$ cat src/rtl/core/gdfs_pkg.sv
package gdfs_pkg;

	localparam int NODES     = 64;
	localparam int STACK_CAP = 64;
	localparam int ID_W      = 6;
	localparam int LINK_W    = 7;
	localparam int CNT_W     = 7;
	localparam int SP_W      = $clog2(STACK_CAP);
	localparam int N_DIR     = 4;

	localparam logic [CNT_W-1:0] NODES_V = CNT_W'(NODES);
	localparam logic [CNT_W-1:0] STACK_V = CNT_W'(STACK_CAP);

	typedef struct packed {
		logic            valid;
		logic [ID_W-1:0] id;
	} link_t;

	typedef link_t [N_DIR-1:0] row_t;

	typedef struct packed {
		logic [1:0]      dir;
		logic [ID_W-1:0] node;
	} stk_t;

	typedef enum logic [3:0] {
		DP_NONE,
		DP_LOAD,
		DP_INS_RD,
		DP_INS_WR,
		DP_QSTART,
		DP_LNK_RD,
		DP_EXPLORE,
		DP_POP_LD,
		DP_FIN_WR,
		DP_OUT_RD,
		DP_OUT_HIT,
		DP_OUT_MISS,
		DP_OUT_NEXT
	} dp_op_t;

	typedef struct packed {
		dp_op_t op;
	} cmd_t;

	typedef struct packed {
		logic kind;
		logic start_ok;
		logic start_is_tgt;
		logic ex_exhaust;
		logic ex_hit;
		logic ex_descend;
		logic depth_one;
		logic out_last;
	} sts_t;

	function automatic logic link_ok(input logic [LINK_W-1:0] raw);
		return !raw[LINK_W-1] && ({1'b0, raw[ID_W-1:0]} < NODES_V);
	endfunction

endpackage

$ cat src/rtl/core/gdfs_datapath.sv
module gdfs_datapath (
	input  logic                       clk,
	input  logic                       arst_n,
	input  gdfs_pkg::cmd_t             cmd,
	output gdfs_pkg::sts_t             sts,
	input  logic                       kind,
	input  logic [gdfs_pkg::ID_W-1:0]  node_id,
	input  logic [gdfs_pkg::LINK_W-1:0] north_link,
	input  logic [gdfs_pkg::LINK_W-1:0] east_link,
	input  logic [gdfs_pkg::LINK_W-1:0] south_link,
	input  logic [gdfs_pkg::LINK_W-1:0] west_link,
	input  logic [gdfs_pkg::ID_W-1:0]  target_id,
	output logic [gdfs_pkg::ID_W-1:0]  path_node,
	output logic                       found,
	output logic                       last
);

	// captured item
	logic                                         kind_q;
	logic [gdfs_pkg::ID_W-1:0]                    node_q;
	logic [gdfs_pkg::ID_W-1:0]                    tgt_q;
	logic [gdfs_pkg::N_DIR-1:0][gdfs_pkg::LINK_W-1:0] links_q;

	// graph and search state
	logic [gdfs_pkg::NODES-1:0]  present_q;
	logic [gdfs_pkg::NODES-1:0]  row_valid_q;
	logic [gdfs_pkg::NODES-1:0]  visited_q;
	logic [gdfs_pkg::ID_W-1:0]   top_q;
	logic [2:0]                  dir_q;
	logic [gdfs_pkg::CNT_W-1:0]  depth_q;
	logic [gdfs_pkg::CNT_W-1:0]  idx_q;

	logic [gdfs_pkg::ID_W-1:0]   out_node_q;
	logic                        out_found_q;
	logic                        out_last_q;

	// memories
	gdfs_pkg::row_t link_mem [gdfs_pkg::NODES];
	gdfs_pkg::stk_t stack_mem [gdfs_pkg::STACK_CAP];
	gdfs_pkg::row_t link_rd_s1;
	logic           rowv_s1;
	gdfs_pkg::stk_t stk_rd_s1;

	logic [gdfs_pkg::ID_W-1:0]   link_ra;
	logic                        link_re;
	gdfs_pkg::row_t              row_new;
	logic [gdfs_pkg::N_DIR-1:0]  new_ok;
	logic                        ins_ok;
	logic                        ins_we;
	logic [gdfs_pkg::NODES-1:0]  start_mask;
	logic [gdfs_pkg::NODES-1:0]  ins_mask;

	gdfs_pkg::link_t             lane;
	logic                        lane_ok;
	logic                        ex_exhaust;
	logic                        ex_hit;
	logic                        ex_descend;
	logic                        ex_push;

	logic                        stk_we;
	logic [gdfs_pkg::SP_W-1:0]   stk_wa;
	gdfs_pkg::stk_t              stk_wd;
	logic                        stk_re;
	logic [gdfs_pkg::SP_W-1:0]   stk_ra;
	logic [gdfs_pkg::CNT_W-1:0]  depth_m1;
	logic [gdfs_pkg::CNT_W-1:0]  depth_m2;

	assign depth_m1 = depth_q - gdfs_pkg::CNT_W'(1);
	assign depth_m2 = depth_q - gdfs_pkg::CNT_W'(2);

	// insert merge
	assign ins_ok = {1'b0, node_q} < gdfs_pkg::NODES_V;
	assign ins_we = (cmd.op == gdfs_pkg::DP_INS_WR) && ins_ok;

	always_comb begin
		for (int d = 0; d < gdfs_pkg::N_DIR; d++) begin
			new_ok[d] = gdfs_pkg::link_ok(links_q[d]);
			if (new_ok[d]) begin
				row_new[d].valid = 1'b1;
				row_new[d].id    = links_q[d][gdfs_pkg::ID_W-1:0];
			end else if (rowv_s1) begin
				row_new[d] = link_rd_s1[d];
			end else begin
				row_new[d].valid = 1'b0;
				row_new[d].id    = '0;
			end
		end
	end

	always_comb begin
		start_mask         = '0;
		start_mask[node_q] = 1'b1;
		ins_mask           = start_mask;
		for (int d = 0; d < gdfs_pkg::N_DIR; d++) begin
			if (new_ok[d]) begin
				ins_mask[links_q[d][gdfs_pkg::ID_W-1:0]] = 1'b1;
			end
		end
	end

	// explore step on the current link
	assign lane       = link_rd_s1[dir_q[1:0]];
	assign lane_ok    = rowv_s1 && lane.valid;
	assign ex_exhaust = dir_q[2];
	assign ex_hit     = !ex_exhaust && lane_ok && (lane.id == tgt_q);
	assign ex_descend = !ex_exhaust && lane_ok && (lane.id != tgt_q) && !visited_q[lane.id];
	assign ex_push    = (cmd.op == gdfs_pkg::DP_EXPLORE) && (ex_hit || ex_descend);

	assign link_re = (cmd.op == gdfs_pkg::DP_INS_RD) || (cmd.op == gdfs_pkg::DP_LNK_RD);
	assign link_ra = (cmd.op == gdfs_pkg::DP_INS_RD) ? node_q : top_q;

	always_comb begin
		stk_we = ex_push || (cmd.op == gdfs_pkg::DP_FIN_WR);
		stk_wa = depth_m1[gdfs_pkg::SP_W-1:0];
		stk_wd.node = top_q;
		stk_wd.dir  = (cmd.op == gdfs_pkg::DP_FIN_WR) ? 2'd0 : dir_q[1:0];
		stk_re = ((cmd.op == gdfs_pkg::DP_EXPLORE) && ex_exhaust) ||
		         (cmd.op == gdfs_pkg::DP_OUT_RD);
		stk_ra = (cmd.op == gdfs_pkg::DP_OUT_RD) ? idx_q[gdfs_pkg::SP_W-1:0]
		                                          : depth_m2[gdfs_pkg::SP_W-1:0];
	end

	always_ff @(posedge clk) begin
		if (ins_we) begin
			link_mem[node_q] <= row_new;
		end
		if (link_re) begin
			link_rd_s1 <= link_mem[link_ra];
			rowv_s1    <= row_valid_q[link_ra];
		end
	end

	always_ff @(posedge clk) begin
		if (stk_we) begin
			stack_mem[stk_wa] <= stk_wd;
		end
		if (stk_re) begin
			stk_rd_s1 <= stack_mem[stk_ra];
		end
	end

	always_ff @(posedge clk) begin
		if (cmd.op == gdfs_pkg::DP_LOAD) begin
			kind_q     <= kind;
			node_q     <= node_id;
			tgt_q      <= target_id;
			links_q[0] <= north_link;
			links_q[1] <= east_link;
			links_q[2] <= south_link;
			links_q[3] <= west_link;
		end
		if (cmd.op == gdfs_pkg::DP_OUT_HIT) begin
			out_node_q <= stk_rd_s1.node;
		end else if (cmd.op == gdfs_pkg::DP_OUT_MISS) begin
			out_node_q <= '0;
		end
	end

	always_ff @(posedge clk or negedge arst_n) begin
		if (!arst_n) begin
			present_q   <= '0;
			row_valid_q <= '0;
			visited_q   <= '0;
			top_q       <= '0;
			dir_q       <= '0;
			depth_q     <= '0;
			idx_q       <= '0;
			out_found_q <= 1'b0;
			out_last_q  <= 1'b0;
		end else begin
			unique case (cmd.op)
				gdfs_pkg::DP_INS_WR: begin
					if (ins_ok) begin
						row_valid_q[node_q] <= 1'b1;
						present_q           <= present_q | ins_mask;
					end
				end
				gdfs_pkg::DP_QSTART: begin
					visited_q <= start_mask;
					top_q     <= node_q;
					dir_q     <= '0;
					depth_q   <= gdfs_pkg::CNT_W'(1);
				end
				gdfs_pkg::DP_EXPLORE: begin
					if (ex_exhaust) begin
						depth_q <= depth_m1;
					end else if (ex_hit) begin
						top_q   <= lane.id;
						depth_q <= depth_q + gdfs_pkg::CNT_W'(1);
					end else if (ex_descend) begin
						visited_q[lane.id] <= 1'b1;
						top_q   <= lane.id;
						dir_q   <= '0;
						depth_q <= depth_q + gdfs_pkg::CNT_W'(1);
					end else begin
						dir_q <= dir_q + 3'd1;
					end
				end
				gdfs_pkg::DP_POP_LD: begin
					top_q <= stk_rd_s1.node;
					dir_q <= {1'b0, stk_rd_s1.dir} + 3'd1;
				end
				gdfs_pkg::DP_FIN_WR: begin
					idx_q <= '0;
				end
				gdfs_pkg::DP_OUT_HIT: begin
					out_found_q <= 1'b1;
					out_last_q  <= (idx_q + gdfs_pkg::CNT_W'(1)) == depth_q;
				end
				gdfs_pkg::DP_OUT_MISS: begin
					out_found_q <= 1'b0;
					out_last_q  <= 1'b1;
				end
				gdfs_pkg::DP_OUT_NEXT: begin
					idx_q <= idx_q + gdfs_pkg::CNT_W'(1);
				end
				default: begin
				end
			endcase
		end
	end

	always_comb begin
		sts.kind         = kind_q;
		sts.start_ok     = ({1'b0, node_q} < gdfs_pkg::NODES_V) && present_q[node_q];
		sts.start_is_tgt = node_q == tgt_q;
		sts.ex_exhaust   = ex_exhaust;
		sts.ex_hit       = ex_hit;
		sts.ex_descend   = ex_descend;
		sts.depth_one    = depth_q == gdfs_pkg::CNT_W'(1);
		sts.out_last     = out_last_q;
	end

	assign path_node = out_node_q;
	assign found     = out_found_q;
	assign last      = out_last_q;

`ifndef SYNTHESIS
	a_depth_cap: assert property (@(posedge clk) disable iff (!arst_n)
		depth_q <= gdfs_pkg::STACK_V)
		else $error("path depth beyond stack capacity");

	a_push_room: assert property (@(posedge clk) disable iff (!arst_n)
		ex_push |-> depth_q < gdfs_pkg::STACK_V)
		else $error("push into a full stack");

	a_top_visited: assert property (@(posedge clk) disable iff (!arst_n)
		(cmd.op == gdfs_pkg::DP_EXPLORE) |-> visited_q[top_q])
		else $error("exploring a node not marked visited");

	a_out_in_range: assert property (@(posedge clk) disable iff (!arst_n)
		(cmd.op == gdfs_pkg::DP_OUT_RD) |-> (idx_q < depth_q))
		else $error("path read beyond depth");
`endif

endmodule

$ cat src/rtl/core/gdfs_ctrl.sv
module gdfs_ctrl (
	input  logic           clk,
	input  logic           arst_n,
	input  logic           in_valid,
	output logic           in_ready,
	output logic           out_valid,
	input  logic           out_ready,
	input  gdfs_pkg::sts_t sts,
	output gdfs_pkg::cmd_t cmd
);

	typedef enum logic [3:0] {
		ST_IDLE,
		ST_DECODE,
		ST_INS_WR,
		ST_LNK_RD,
		ST_EXPLORE,
		ST_POP_LD,
		ST_FIN_WR,
		ST_OUT_RD,
		ST_OUT_LD,
		ST_OUT_MISS,
		ST_OUT_WAIT
	} state_t;

	state_t state_q;
	state_t state_d;
	logic   in_ready_q;
	logic   out_valid_q;

	always_comb begin
		state_d = state_q;
		cmd.op  = gdfs_pkg::DP_NONE;
		unique case (state_q)
			ST_IDLE: begin
				if (in_valid) begin
					cmd.op  = gdfs_pkg::DP_LOAD;
					state_d = ST_DECODE;
				end
			end
			ST_DECODE: begin
				priority if (!sts.kind) begin
					cmd.op  = gdfs_pkg::DP_INS_RD;
					state_d = ST_INS_WR;
				end else if (sts.start_ok) begin
					cmd.op  = gdfs_pkg::DP_QSTART;
					state_d = sts.start_is_tgt ? ST_FIN_WR : ST_LNK_RD;
				end else begin
					state_d = ST_OUT_MISS;
				end
			end
			ST_INS_WR: begin
				cmd.op  = gdfs_pkg::DP_INS_WR;
				state_d = ST_IDLE;
			end
			ST_LNK_RD: begin
				cmd.op  = gdfs_pkg::DP_LNK_RD;
				state_d = ST_EXPLORE;
			end
			ST_EXPLORE: begin
				cmd.op = gdfs_pkg::DP_EXPLORE;
				priority if (sts.ex_exhaust) begin
					state_d = sts.depth_one ? ST_OUT_MISS : ST_POP_LD;
				end else if (sts.ex_hit) begin
					state_d = ST_FIN_WR;
				end else if (sts.ex_descend) begin
					state_d = ST_LNK_RD;
				end else begin
					state_d = ST_EXPLORE;
				end
			end
			ST_POP_LD: begin
				cmd.op  = gdfs_pkg::DP_POP_LD;
				state_d = ST_LNK_RD;
			end
			ST_FIN_WR: begin
				cmd.op  = gdfs_pkg::DP_FIN_WR;
				state_d = ST_OUT_RD;
			end
			ST_OUT_RD: begin
				cmd.op  = gdfs_pkg::DP_OUT_RD;
				state_d = ST_OUT_LD;
			end
			ST_OUT_LD: begin
				cmd.op  = gdfs_pkg::DP_OUT_HIT;
				state_d = ST_OUT_WAIT;
			end
			ST_OUT_MISS: begin
				cmd.op  = gdfs_pkg::DP_OUT_MISS;
				state_d = ST_OUT_WAIT;
			end
			ST_OUT_WAIT: begin
				if (out_ready) begin
					if (sts.out_last) begin
						state_d = ST_IDLE;
					end else begin
						cmd.op  = gdfs_pkg::DP_OUT_NEXT;
						state_d = ST_OUT_RD;
					end
				end
			end
			default: begin
				state_d = ST_IDLE;
			end
		endcase
	end

	always_ff @(posedge clk or negedge arst_n) begin
		if (!arst_n) begin
			state_q     <= ST_IDLE;
			in_ready_q  <= 1'b1;
			out_valid_q <= 1'b0;
		end else begin
			state_q     <= state_d;
			in_ready_q  <= state_d == ST_IDLE;
			out_valid_q <= state_d == ST_OUT_WAIT;
		end
	end

	assign in_ready  = in_ready_q;
	assign out_valid = out_valid_q;

endmodule

$ cat src/rtl/core/grid_graph_dfs_path_finder_top.sv
// Grid-graph path finder. Insert transfers (tuser = 0) load a node's north/east/south/west
// links. A query transfer (tuser = 1) clears the visited marks and runs a depth-first
// search from start to target, trying north, east, south, west; it then streams the path
// start first, one transfer per node with tuser (found) = 1 and tlast on the final node,
// or a single transfer with found = 0 when no path exists. The search reads a node's row
// from the single-port link table each time it enters or backtracks to that node, then
// tries its links in turn; each path node is read back from the stack, and the output
// waits while m_axis_tready is low. One item is handled at a time.
module grid_graph_dfs_path_finder_top (
	input  logic        clk,
	input  logic        arst_n,
	input  logic        s_axis_tvalid,
	output logic        s_axis_tready,
	// node_id[5:0], north_link[12:6], east_link[19:13], south_link[26:20],
	// west_link[33:27], target_id[39:34]
	input  logic [39:0] s_axis_tdata,
	// kind[0]
	input  logic [0:0]  s_axis_tuser,
	output logic        m_axis_tvalid,
	input  logic        m_axis_tready,
	// path_node[5:0], zero[7:6]
	output logic [7:0]  m_axis_tdata,
	// found[0]
	output logic [0:0]  m_axis_tuser,
	output logic        m_axis_tlast
);

	gdfs_pkg::cmd_t            cmd;
	gdfs_pkg::sts_t            sts;
	logic [gdfs_pkg::ID_W-1:0] path_node;
	logic                      found;

	gdfs_ctrl u_ctrl (
		.clk       (clk),
		.arst_n    (arst_n),
		.in_valid  (s_axis_tvalid),
		.in_ready  (s_axis_tready),
		.out_valid (m_axis_tvalid),
		.out_ready (m_axis_tready),
		.sts       (sts),
		.cmd       (cmd)
	);

	gdfs_datapath u_dp (
		.clk        (clk),
		.arst_n     (arst_n),
		.cmd        (cmd),
		.sts        (sts),
		.kind       (s_axis_tuser[0]),
		.node_id    (s_axis_tdata[5:0]),
		.north_link (s_axis_tdata[12:6]),
		.east_link  (s_axis_tdata[19:13]),
		.south_link (s_axis_tdata[26:20]),
		.west_link  (s_axis_tdata[33:27]),
		.target_id  (s_axis_tdata[39:34]),
		.path_node  (path_node),
		.found      (found),
		.last       (m_axis_tlast)
	);

	assign m_axis_tdata = {2'b00, path_node};
	assign m_axis_tuser = found;

endmodule
$ cat config.mk
export PLATFORM = sky130hd
export DESIGN_NAME = grid_graph_dfs_path_finder_top
export DESIGN_NICKNAME = d
export VERILOG_FILES = /design/src/rtl/core/gdfs_pkg.sv /design/src/rtl/core/gdfs_datapath.sv /design/src/rtl/core/gdfs_ctrl.sv /design/src/rtl/core/grid_graph_dfs_path_finder_top.sv
export SDC_FILE = /design/constraint.sdc
export NUM_CORES = 2
export LEC_CHECK = 0
export BUFFER_PORTS_ARGS = -buffer_cell sky130_fd_sc_hd__buf_2
export CORE_ASPECT_RATIO = 1.2
export CORE_MARGIN = 8
export CORE_UTILIZATION = 50
export DETAILED_ROUTE_END_ITERATION = 7
export PLACE_DENSITY = 0.69
export SYNTH_ARGS = -nofsm -noshare
export SYNTH_HDL_FRONTEND = slang
export SYNTH_HIERARCHICAL = 1
export SYNTH_SLANG_ARGS = --single-unit
$ cat constraint.sdc
create_clock -name clk -period 7.2 [get_ports clk]
set_input_delay 1.08 -clock clk [delete_from_list [all_inputs] [get_ports clk]]
set_output_delay 1.08 -clock clk [all_outputs]
set_load 0.005 [all_outputs]
; Word level (Yosys, flattened, before mapping)
; Memory sizes are Yosys's and may differ from the RTL's. A register that Yosys moved wholly into a read port is not among the register bits.
; Cells that the tools add are included.
[word_totals]
ff_bits = 271
ram_bits = 2304
inputBits = 45
output_inout_bits = 12
memories = 2
[memory_table]
columns = memory, depth, word_bits, rd, rd_ports_with_merged_regs, write_ports, line_no
row1 = u_dp.link_mem, 64, 28, 1, 1, 1, gdfs_datapath.sv:38  ; gdfs_pkg::row_t link_mem [gdfs_pkg::NODES];
row2 = u_dp.stack_mem, 64, 8, 1, 1, 1, gdfs_datapath.sv:39  ; gdfs_pkg::stk_t stack_mem [gdfs_pkg::STACK_CAP];
[op_classes]
addsub = 6
order_cmp = 14
eq_ne = 33
muxes = 77
bitwise = 7
n_reduce_logical = 30
[op_table]
columns = cell, count
row1 = 64-bit 2-to-1 mux, 7
row2 = 64-bit bitwise OR, 7
row3 = 64-bit one-hot mux with 2 select lines, 1
row4 = 7-bit 2-to-1 mux, 12
row5 = "6-bit by 7-bit < comparator with 1-bit output, second input constant", 7
row6 = 4-bit one-hot mux with 11 select lines, 1
row7 = 6-bit 2-to-1 mux, 7
row8 = 4-bit 2-to-1 mux, 10
row9 = 1-bit demux with 6-bit select, 6
row10 = "4-bit == test, second input constant", 9
row11 = "6-bit by 1-bit greater-or-equal comparator with 1-bit output, second input constant", 6
row12 = 4-bit one-hot mux with 9 select lines, 1
row13 = "4-bit by 3-bit == test with 1-bit output, second input constant", 8
row14 = 7-bit one-hot mux with 2 select lines, 2
row15 = 3-bit 2-to-1 mux, 7
row16 = 1-bit binary-select mux with 6-bit select, 3
row17 = 6-bit one-hot mux with 3 select lines, 1
row18 = "4-bit by 2-bit == test with 1-bit output, second input constant", 4
row19 = "7-bit by 1-bit adder with 7-bit output, second input constant", 2
row20 = 7-bit binary-select mux with 2-bit select, 1
row21 = 1-bit 2-to-1 mux, 14
row22 = 1-bit logical AND, 13
row23 = 6-bit == test, 2
row24 = 3-bit one-hot mux with 3 select lines, 1
row25 = 24 further kinds, 35

; Longest topological paths before layout
[depth]
ltp_word = 13
depth_mapped = 20
ltp_nobuf = 16

; Hierarchy
; The synthesis kept the hierarchy.
[modules_own_cells]
columns = module, instances, cells_per_inst, area_per_inst_um2, seq_area_each_um2
row1 = gdfs_datapath, 1, 5707, 104910.6, 77139.0
row2 = gdfs_ctrl, 1, 61, 530.5, 151.4
row3 = grid_graph_dfs_path_finder_top, 1, 3, 18.8, 0.0

; Worst setup path after synthesis
; OpenSTA, ideal clock, no wires.
[synth_path]
kind = register to register
startpoint = reg u_dp/node_q[2] in the netlist's numbering
endpoint = reg u_dp.kind_q, enable pin
setup_time_ps = 490
t_arrival_ps = 5299
t_required_ps = 6710
path_slack_ps = 1411
path_stages_with_launch = 11
n_path_buf = 3
period_less_slack_ps = 5789
path_cell_list = edfxtp_1 > clkbuf_1 > clkbuf_1 > nor2_1 > a221oi_1 > a31oi_1 > nor4_1 > nand3_1 > a211o_1 > clkbuf_1 > nor3_1
[synth_rtl]
columns = element, line_no
row1 = start: declaration, gdfs_datapath.sv:20  ; logic [gdfs_pkg::ID_W-1:0] node_q;
row2 = start signal: assignment, gdfs_datapath.sv:145  ; node_q <= node_id;
row3 = end signal: assignment, gdfs_datapath.sv:144  ; kind_q <= kind;
row4 = end: declaration, gdfs_datapath.sv:19  ; logic kind_q;

==> metrics.txt <==
count of port buffers added during placement=54; detailed placer's ending HPWL=178000 um; fmax=143 MHz; switching power as a share of total power=0.378; first-pass GRT wire length=417000 um; antenna violations before repair=10; max-slew violations=0; Seq/Total Area, Yosys=0.733; flip-flop and latch count after synthesis=2611; clock network fraction of design power=0.226; final hold violations=0; CTS clock-pin slew for the worst setup and hold paths=roughly 0.06 ns; buffer type at the clock tree root=sky130_fd_sc_hd__clkbuf_16; worst hold-check slack=0.159 ns; DRC viols=0; growth of design area from synthesis to finish=13.1%; Cell Chain, Critical Path=and3_1, a22o_1, a221oi_1, a31oi_1, nor4_1, nand3_1, a211o_1, nor3_4, buf_4, mux2i_4, buf_12, buf_12, mux4_2, and2_1, a211oi_1, a31oi_1, a211oi_1, a21oi_1; Switch Pwr=21700 uW; number of top-level design ports=57; buffer depth of the longest clock path=3; type of the worst min-delay path=input pin to async pin; filler cell count=15600; vias in the first global route=58000; Post-synth ARST share=0.0854; number of CTS-inserted buffers=about 240; number of clock sinks=2611; area leader, netlist=sky130_fd_sc_hd__edfxtp_1; Pwr Total=~57000 uW; post-placement cell count=8528; clock tree from TritonCTS=yes; IR drop worst, VDD=about 0.4 mV; transition time of the tightest slew-check pin=1.43 ns; Flop pwr share=0.367; MaxCap Viol Count=0; number of nets in the final layout=6036; headroom to the max-slew limit=0.0420; Avg Inst Size Synth=18.3 um^2; reported leakage power=about 0.038 uW; number of vias per cell after detailed routing=6.47; Tot GR Track Use=0.251; status=finished clean; vertical extent of the die=519 um; cell-internal power=around 36000 uW; primary flip-flop cell chosen by synthesis mapping=sky130_fd_sc_hd__edfxtp_1; routed wire length=290000 um; overflow left after global routing=0; cell area power density=481 nW/um^2; final weighted congestion in routability-driven placement=0.959; pin count of the biggest net entering global routing=91; post-placement worst setup slack=-0.00203 ns; post-route non-filler standard cell count=8980; Post-synth EDFFs=2388; most frequent cell after synthesis=sky130_fd_sc_hd__edfxtp_1; core region area=210000 um^2; Worst Path Max Fanout=88; wire length per cell=32.3 um; combinational fraction of design power=0.407; starting density of the core=0.503; H-tree levels=4; violation count after the first detailed-routing iteration=7765; DR pass1 iterations=6; setup repair after global routing missed its margin=no; Yosys top cell area share=0.680; remaining number of nets flagged by the antenna check after routing=0; final setup fails=0; Worst-Skew Late Latency=between 0.9 and 1 ns; Synth warnings=6; endpoint kind of the worst setup timing path=flip-flop; critical path data required time=7.81 ns; Crit path largest cell delay=0.92 ns; worst setup margin=0.229 ns; num rows=184; die width=435 um; WP data arrival=7.58 ns; type of the setup path with the least slack=flip-flop to flip-flop; top area cells in the synthesized netlist=sky130_fd_sc_hd__edfxtp_1 68%, sky130_fd_sc_hd__mux4_2 13%, sky130_fd_sc_hd__dfrtp_1 5.3%; Setup Skew=~0.054 ns; top cells by count, synth=2388 x sky130_fd_sc_hd__edfxtp_1, 598 x sky130_fd_sc_hd__mux4_2, 415 x sky130_fd_sc_hd__nand2_1; netlist area before placement=~110000 um^2; Netlist cell types=85; share of cells above drive strength 1=0.243; share of the clock period used by the worst path=0.968; via count=~58000; number of standard cells after synthesis=5771; CTS Hold Bufs=0; startpoint type of the worst setup path=flip-flop; total die area=around 230000 um^2; clock period minus worst slack=6.97 ns; crit path max-delay cell type=sky130_fd_sc_hd__a211oi_1
[path summary, 6_finish.rpt]
kind                                           from  slack [ns]                    to  cells after the start
worst min-delay path                         arst_n        0.16  u_dp/row_valid_q[25]                      1
max in group asynchronous                    arst_n        5.50    u_dp/visited_q[13]                      2
min in group clk                   s_axis_tdata[22]        0.36      u_dp/links_q[16]                      1
worst min register to register  u_dp/row_valid_q[1]        0.46   u_dp/row_valid_q[1]                      1
worst max-delay path                 u_dp/node_q[1]        0.23   u_dp/link_rd_s1[24]                     18
worst max register to register       u_dp/node_q[1]        0.23   u_dp/link_rd_s1[24]                     18
[layer usage]
metal  track usage  wire length [um]
met5             0                 0
met2         0.403            138000
met1         0.324            106000
met3        0.0507             26800
met4         0.137             18700
[sequential cells by signal, indices dropped and copies added (netlist names)]
name              flops
u_dp/link_mem      1792
u_dp/stack_mem      512
u_dp/present_q       64
u_dp/row_valid_q     64
u_dp/visited_q       64
u_dp/link_rd_s1      28
u_dp/links_q         28
u_dp/stk_rd_s1        8
u_dp/depth_q          7
u_dp/idx_q            7
u_dp/node_q           6
u_dp/path_node        6
u_dp/tgt_q            6
u_dp/top_q            6
u_ctrl/state_q        4
u_dp/dir_q            3
u_ctrl/in_ready       1
u_ctrl/out_valid      1
u_dp/found            1
u_dp/kind_q           1
u_dp/last             1
u_dp/rowv_s1          1
[repair_timing]
action | in CTS | in global routing
resized for setup | 1 | 3
setup endpoints to repair | 1 | 8
setup buffers | 0 | 2
[metrics by stage]
stage               setup TNS [ns]  utilization  area [um^2]
global placement                 0        0.530       111000
floorplan                        0            -       105000
global route                     0        0.569       119000
CTS                              0        0.569       119000
finish                           0        0.569       119000
detailed placement        -0.00203        0.530       111000
[worst max-delay path, delay by kind of cell, from the launching register on]
kind / cells / cell delay (ns)
AO/OA/AOI/OAI: 8 / 2.56
AND/OR/NAND/NOR: 5 / 1.56
buffers and inverters: 3 / 1.10
multiplexers: 2 / 0.83
flip-flops: 1 / 0.51
[cell families (layout without fill, tap and decap cells)]
group	count (synthesis)	count (layout)	share of synthesized area
AND/OR/NAND/NOR	1120	1120	0.0506
other	1	4	0.0000356
AO/OA/AOI/OAI	830	830	0.0520
multiplexers	776	776	0.145
XOR/XNOR	30	30	0.00249
buffers and inverters	394	810	0.0160
flip-flops	2611	2611	0.733
adder cells (fa/ha/maj)	9	9	0.00107
[placed cells by master (no fill, tap or decap), types with 25 or more instances in the layout]
cell                        synthesis  final
sky130_fd_sc_hd__o21ai_0          106     84
sky130_fd_sc_hd__buf_4             10    236
sky130_fd_sc_hd__nand2b_1          25     25
sky130_fd_sc_hd__buf_2             87     53
sky130_fd_sc_hd__edfxtp_1        2388   2388
sky130_fd_sc_hd__nor2_4             2     66
sky130_fd_sc_hd__o21ai_1           41     42
sky130_fd_sc_hd__a311oi_1          58     58
sky130_fd_sc_hd__o21bai_1          31     31
sky130_fd_sc_hd__nor2_1           189    124
sky130_fd_sc_hd__clkbuf_1         218     52
sky130_fd_sc_hd__o22ai_1          113    113
sky130_fd_sc_hd__buf_12             0     36
sky130_fd_sc_hd__inv_1             34     34
sky130_fd_sc_hd__or2_2             65     65
sky130_fd_sc_hd__clkinv_1           0     48
sky130_fd_sc_hd__nand3_1           74     74
sky130_fd_sc_hd__and2_1           128    128
sky130_fd_sc_hd__nand2_1          415    410
sky130_fd_sc_hd__clkbuf_16          0    240
sky130_fd_sc_hd__a31oi_1           69     69
sky130_fd_sc_hd__bufinv_16          0     33
sky130_fd_sc_hd__a21oi_1          139    134
sky130_fd_sc_hd__nor3_1           129    117
sky130_fd_sc_hd__mux4_2           598    598
sky130_fd_sc_hd__a211oi_1         154    149
sky130_fd_sc_hd__clkinv_2           0     39
sky130_fd_sc_hd__mux2i_1          159    154
sky130_fd_sc_hd__nor4_1            27     26
sky130_fd_sc_hd__dfrtp_1          222    216
[final cells by class]
| class | count | area [um^2] | area share |
|---|---|---|---|
| Sequential cell | 2611 | 77300 | 0.648 |
| Multi-Input combinational cell | 2767 | 27500 | 0.230 |
| Tap cell | 2790 | 3490 | 0.0293 |
| Inverter | 36 | 138 | 0.00115 |
| Clock buffer | 299 | 6300 | 0.0528 |
| Antenna cell | 2 | 5.00 | 0.0000420 |
| Timing Repair Buffer | 327 | 2800 | 0.0235 |
| Clock inverter | 148 | 1730 | 0.0145 |
[power by group through the flow]
| stage | Combinational [uW] | Sequential (uW) | Clock (uW) |
|---|---|---|---|
| global route | 24400 | 21100 | 13700 |
| floorplan | 14200 | 21000 | 0 |
| finish | 23300 | 21100 | 13000 |
| detailed placement | 23100 | 21400 | 0 |
| global placement | 22800 | 21300 | 0 |
| CTS | 23100 | 21000 | 13200 |
Power figures use the tool's default switching activity.
